--- src/modulation_waveform_source_top_macros.svh ---
// assertion macros for the modulation waveform source
// used by the modules that carry concurrent checks
`ifndef MODULATION_WAVEFORM_SOURCE_TOP_MACROS_SVH
`define MODULATION_WAVEFORM_SOURCE_TOP_MACROS_SVH

`ifndef SYNTHESIS
`define MWS_ASSERT(lbl, clk, rst, prop, msg) \
  lbl: assert property (@(posedge clk) disable iff (rst) prop) else $error(msg);
`define MWS_ASSERT_NEXT(lbl, clk, rst, pre, post, msg) \
  lbl: assert property (@(posedge clk) disable iff (rst) (pre) |=> (post)) else $error(msg);
`else
`define MWS_ASSERT(lbl, clk, rst, prop, msg)
`define MWS_ASSERT_NEXT(lbl, clk, rst, pre, post, msg)
`endif

`endif

--- src/mws_pkg.sv ---
// shared types, constants and the sine table function of the waveform source
// no dependencies
package mws_pkg;

  localparam int TIME_W     = 32;
  localparam int LEVEL_W    = 17;
  localparam int INV_W      = 48;
  localparam int PHASE_W    = 16;
  localparam int MODE_W     = 3;
  localparam int DIV_W      = TIME_W + 1;
  localparam int PROD_W     = 50;
  localparam int ROM_W      = 16;
  localparam int CFG_DATA_W = INV_W;
  localparam int CFG_IDX_W  = 3;

  localparam int SINE_TABLE_BITS_DEF = 10;

  localparam logic [LEVEL_W-1:0] LEVEL_ONE  = LEVEL_W'(65536);
  localparam logic [LEVEL_W-1:0] LEVEL_HALF = LEVEL_W'(32768);
  localparam logic [TIME_W-1:0]  TIME_HALF  = TIME_W'(32768);

  localparam logic [TIME_W-1:0] MAIN_LEN_RST = TIME_W'(65536);
  localparam logic [INV_W-1:0]  INV_RST      = INV_W'(64'h1_0000_0000);

  localparam logic [63:0] HALF_PI_Q30 = 64'd1686629713;
  localparam logic [7:0]  TAYLOR_DIV [6] = '{8'd6, 8'd20, 8'd42, 8'd72, 8'd110, 8'd156};

  typedef enum logic [MODE_W-1:0] {
    MODE_SINE      = 3'd0,
    MODE_SQUARE    = 3'd1,
    MODE_TRIANGLE  = 3'd2,
    MODE_RAMP      = 3'd3,
    MODE_FADE_OUT  = 3'd4,
    MODE_FADE_IN   = 3'd5,
    MODE_HOLD_FADE = 3'd6
  } mode_t;

  typedef enum logic [CFG_IDX_W-1:0] {
    REG_MODE       = 3'd0,
    REG_MAIN_LEN   = 3'd1,
    REG_MAIN_INV   = 3'd2,
    REG_PHASE      = 3'd3,
    REG_SECOND_LEN = 3'd4,
    REG_SECOND_INV = 3'd5,
    REG_STOP       = 3'd6
  } cfg_reg_t;

  typedef struct packed {
    mode_t               mode;
    logic [TIME_W-1:0]   main_len;
    logic [INV_W-1:0]    main_inv;
    logic [PHASE_W-1:0]  phase;
    logic [TIME_W-1:0]   second_len;
    logic [INV_W-1:0]    second_inv;
    logic                stop;
  } cfg_t;

  typedef struct packed {
    logic [TIME_W-1:0] tm;
    logic              sq_high;
  } ctx_t;

  // quarter sine entry in Q1.15, taylor series in Q30
  function automatic logic [ROM_W-1:0] rom_entry(input logic [63:0] idx, input int bits);
    logic [63:0]        a;
    logic [63:0]        a2;
    logic [63:0]        term;
    logic [63:0]        q;
    logic signed [63:0] sum;
    logic [ROM_W-1:0]   rv;
    int                 k;
    a    = (HALF_PI_Q30 * idx) >> bits;
    a2   = (a * a) >> 30;
    term = a;
    sum  = signed'(a);
    for (k = 1; k <= 6; k++) begin
      term = ((term * a2) >> 30) / 64'(TAYLOR_DIV[k-1]);
      if ((k & 1) != 0) sum = sum - signed'(term);
      else sum = sum + signed'(term);
    end
    if (sum <= 0) begin
      rv = '0;
    end else begin
      q  = ((unsigned'(sum) * 64'd32768) + 64'd536870912) >> 30;
      rv = (q > 64'd32768) ? ROM_W'(32768) : q[ROM_W-1:0];
    end
    return rv;
  endfunction

endpackage

--- src/mws_mul_pipe.sv ---
// two stage reciprocal multiply: split partial products, then aligned sum
// depends on mws_pkg
module mws_mul_pipe import mws_pkg::*; (
  input  logic              clk,
  input  logic              rst,
  input  logic              en,
  input  logic              half_shift,
  input  logic              in_valid,
  input  logic [TIME_W-1:0] in_t,
  input  logic [INV_W-1:0]  in_inv,
  input  ctx_t              in_ctx,
  output logic              out_valid,
  output logic [PROD_W-1:0] out_v,
  output ctx_t              out_ctx
);

  logic                    p_valid;
  logic [TIME_W+15:0]      p_hi;
  logic [2*TIME_W-1:0]     p_lo;
  ctx_t                    p_ctx;
  logic [TIME_W+16:0]      hi_part;
  logic [TIME_W:0]         lo_part;
  logic [PROD_W-1:0]       v_next;

  always_ff @(posedge clk) begin
    if (rst) begin
      p_valid   <= 1'b0;
      out_valid <= 1'b0;
    end else if (en) begin
      p_valid   <= in_valid;
      out_valid <= p_valid;
    end
  end

  always_ff @(posedge clk) begin
    if (en) begin
      p_hi    <= in_t * in_inv[INV_W-1:TIME_W];
      p_lo    <= in_t * in_inv[TIME_W-1:0];
      p_ctx   <= in_ctx;
      out_v   <= v_next;
      out_ctx <= p_ctx;
    end
  end

  always_comb begin
    if (half_shift) begin
      hi_part = {p_hi, 1'b0};
      lo_part = p_lo[2*TIME_W-1:TIME_W-1];
    end else begin
      hi_part = {1'b0, p_hi};
      lo_part = {1'b0, p_lo[2*TIME_W-1:TIME_W]};
    end
    v_next = PROD_W'(hi_part) + PROD_W'(lo_part);
  end

endmodule

--- config.mk ---
export PLATFORM = sky130hd
export DESIGN_NAME = mws_mul_pipe
export DESIGN_NICKNAME = d
export VERILOG_FILES = /design/src/modulation_waveform_source_top_macros.svh /design/src/mws_pkg.sv /design/src/mws_mul_pipe.sv
export SDC_FILE = /design/constraint.sdc
export NUM_CORES = 2
export LEC_CHECK = 0
export ABC_AREA = 1
export BUFFER_PORTS_ARGS = -buffer_cell sky130_fd_sc_hd__clkbuf_2
export CORE_ASPECT_RATIO = 1.5
export CORE_UTILIZATION = 30
export DETAILED_ROUTE_END_ITERATION = 7
export GPL_ROUTABILITY_DRIVEN = 1
export HOLD_SLACK_MARGIN = 0.05
export PLACE_DENSITY = 0.55
export SYNTH_ARGS = -nofsm -noshare
export SYNTH_HDL_FRONTEND = slang
export SYNTH_SLANG_ARGS = --single-unit
--- constraint.sdc ---
create_clock -name clk -period 20 [get_ports clk]
set_input_delay 3 -clock clk [delete_from_list [all_inputs] [get_ports clk]]
set_output_delay 3 -clock clk [all_outputs]
set_load 0.01 [all_outputs]
==> summary.md <==
| Metric | Value |
|---|---|
| Area of the core | 204000 um2 |
| Die width | 372.2 um |
| Die height | 557.3 um |
| Skew final | 20.07 ps |
| Detailed Route WL | 200.8 mm |
| Fmax achieved | 0.09730 GHz |
| Drt drc | 2 |
| Area of the multi-input gates | 45540 um2 |
| PortBufs | 201 |
| # setup viols final | 0 |
| Vias | 49860 |
| Nets | 9757 |
| Setup Total Neg Slack | 0 ps |
| Total grt overflow | 0 |
| DIE AREA | 207400 um2 |
| Ys Warns | 0 |
| Arr. time, crit path | 10500 ps |
| Max-cap violations | 0 |
| Crit path time final | 10280 ps |
| Row count | 203 |
| Post-synth ARST share | 0 |
| H-Tree Depth | 4 |
| Critical-path cell list | clkbuf_2 -> buf_4 -> nand2_1 -> inv_1 -> fa_1 -> inv_1 -> fa_1 -> inv_1 -> fa_1 -> fa_1 -> fa_1 -> fa_1 -> fa_1 -> fa_1 -> ha_1 -> nand2_1 -> nor2_1 -> inv_1 -> nor3_1 -> nand3_1 -> nand2_1 -> nand2_1 -> nand3_1 -> nand2_1 |
| Final Hold Viols | 0 |
| Least-Margin Pin Slew | 1294 ps |
| RSZ-0062 raised after global routing | no |
| Share of the synthesized area in the top cell type | 0.4266 |
| #FFs+latches synth | 199 |
| Post-synth EDFFs | 197 |
| Placed cells | 10560 |
| Area growth, synth to finish | 6.680% |
| Crit share post-route | 0.5139 |
| CTS sink cnt | 199 |
| CP Launch Point | in_t[8] |
| ANT nets after route | 0 |
| Buffers and inverters on the worst path | 6 |
| Worst EP required | 20220 ps |
| Clock transition at the registers of the reported paths | 80 ps |
| Hold-fix buffers, CTS | 0 |
| Root Buffer | clkbuf_16 |
| Violated checks | DRC |
| Post CTS Setup Buffer Count | 0 |
| Slew Limit Fails | 0 |
| Antenna violations before repair | 6 |
| Crit path kind | input pin to flop |
| Clk Latency, worst-skew pair | 480 ps |
| Largest net degree at the start of global routing | 123 |
| Clock tree buffer depth | 2 |
| Vias in the first global route | 55410 |
| Num CTS Buffers | 17 |
| Count of cell types in the netlist | 41 |
| Detailed Place HPWL | 156.6 mm |
| Io pins | 202 |
| Initial DRC count | 3053 |
| First-pass GRT wire length | 314.5 mm |
| Routability congestion estimate | 0.9316 |
| Reg2reg start | p_lo[32]$_DFFE_PP_ |
| Fill count | 21760 |
| Synth Cell Area | 61660 um2 |
| Layout Cells excl Fill | 10590 |
| Most frequent cell on the critical path | fa_1 |
| HP Class | flop to flop |
| CTS tree | yes |
| Layout cells sized above 1 | 0.04000 |
| Mapped Cells | 7961 |
| CP top delay family | adder cells |
| Register area | 5956 um2 |
| Status | complete, but fails checks |
| Ranking of synthesized cells by area | fa_1, inv_1, nand2_1 |
| Syn nets | 9806 |
| Critical Path End Type | flop |
| Resized cells post-CTS | 0 |
| Initial Util | 0.3023 |
| Total GRT Usage | 0.1976 |
| Synth area leader | fa_1 |
| Critical hold path startpoint | p_ctx[16]$_DFFE_PP_ |
| Final setup margin | 9722 ps |
| Routed len/inst | 18.95 um |
| DR pass1 iterations | 8 |
| Max FO, Critical Path | 28 |
| Avg Vias per Cell | 4.707 |
| Register area share after synthesis | 0.09659 |
| Max-slew headroom | 0.1374 |
| Crit path largest cell delay | 690 ps |
| CP max stage cell | clkbuf_2 |
| Mean Syn Cell Area | 7.745 um2 |
| Startpoint types | input pin |
| Setup slack at placement | 9262 ps |
| Main synth FF type | edfxtp_1 |
[sequential cells by signal, summed over array words and instances, names as in the netlist]
| signal | cells |
|---|---|
| out_ctx | 33 |
| out_v | 50 |
| out_valid | 1 |
| p_ctx | 33 |
| p_hi | 48 |
| p_lo | 33 |
| p_valid | 1 |
[worst register-to-register path, delay by kind of cell (launching register included)]
family	cells	cell delay [ps]
AO/OA/AOI/OAI	4	1380
adder cells (fa/ha/maj)	2	940
buffers and inverters	2	230
flip-flops	1	430
AND/OR/NAND/NOR	3	390
[through the flow]
step / utilization / hold slack, ps / instance area [um2]
4_1_cts: 0.3225 / 422.2 / 65780
3_5_place_dp: 0.3195 / 404.5 / 65160
2_1_floorplan: - / 400.3 / 61660
3_3_place_gp: 0.3195 / 400.4 / 65160
6_report: 0.3225 / 419.1 / 65780
5_1_grt: 0.3225 / 431.1 / 65780
[final cells by class]
cell class / count / area share
antenna: 2 / 0.00007608
inverter: 2376 / 0.1356
tap: 2665 / 0.05069
clock inverter: 15 / 0.002834
timing repair buffer: 254 / 0.02151
multi-input combinational: 5064 / 0.6923
sequential: 199 / 0.09054
clock buffer: 17 / 0.006467
[per-layer routing]
layer  track usage  wire (um)  vias to the layer above  share of wire
met5             0         45                        -        0.00022
met4       0.07035       7809                        8          0.039
met3       0.02014      10900                      391          0.054
met2        0.3602     102800                     1597           0.51
met1        0.2380      79210                    25320           0.39
li1              -          -                    22540              -
[worst paths after layout]
path         slack (ps)  depth (start not counted)                     to
min reg2reg         420                          0  out_ctx[16]$_DFFE_PP_
max reg2reg       16350                         11    out_v[48]$_DFFE_PP_
min                 420                          0  out_ctx[16]$_DFFE_PP_
max                9720                         24     p_lo[45]$_DFFE_PP_
[kinds of logic after synthesis]
logic type	Yosys count	synth area share
adders and majority gates	1727	0.5104
AOI/OAI and AO/OA	490	0.04288
xor gates and xnor gates	70	0.009943
DFF	199	0.09659
and+or+nand+nor	2777	0.1753
buffers and inverters	2698	0.1649
[layout by cell type, fill, tap and decap left out, types with 17 or more instances in the layout]
cell type,instances
a21oi_1,253
buf_4,54
clkbuf_16,17
clkbuf_2,197
edfxtp_1,197
fa_1,1314
ha_1,413
inv_1,2369
nand2_1,2205
nand3_1,130
nand4_1,38
nor2_1,350
nor3_1,24
o21ai_0,160
o21bai_1,21
xnor2_1,28
xor2_1,42
[synth_stat cells (all sizes together) (9+ instances only)]
library cell / number
nand2: 2213
nand3: 130
a21oi: 253
inv: 2376
o21a: 13
ha: 413
buf: 53
xor2: 42
o21bai: 21
nor3: 26
xnor2: 28
edfxtp: 197
nand4: 38
nor2: 357
a21o: 9
fa: 1314
o21ai: 178
clkbuf: 269
Power is not shown: default switching activity piles up to over one toggle a cycle in this logic, so the estimate is an artifact.
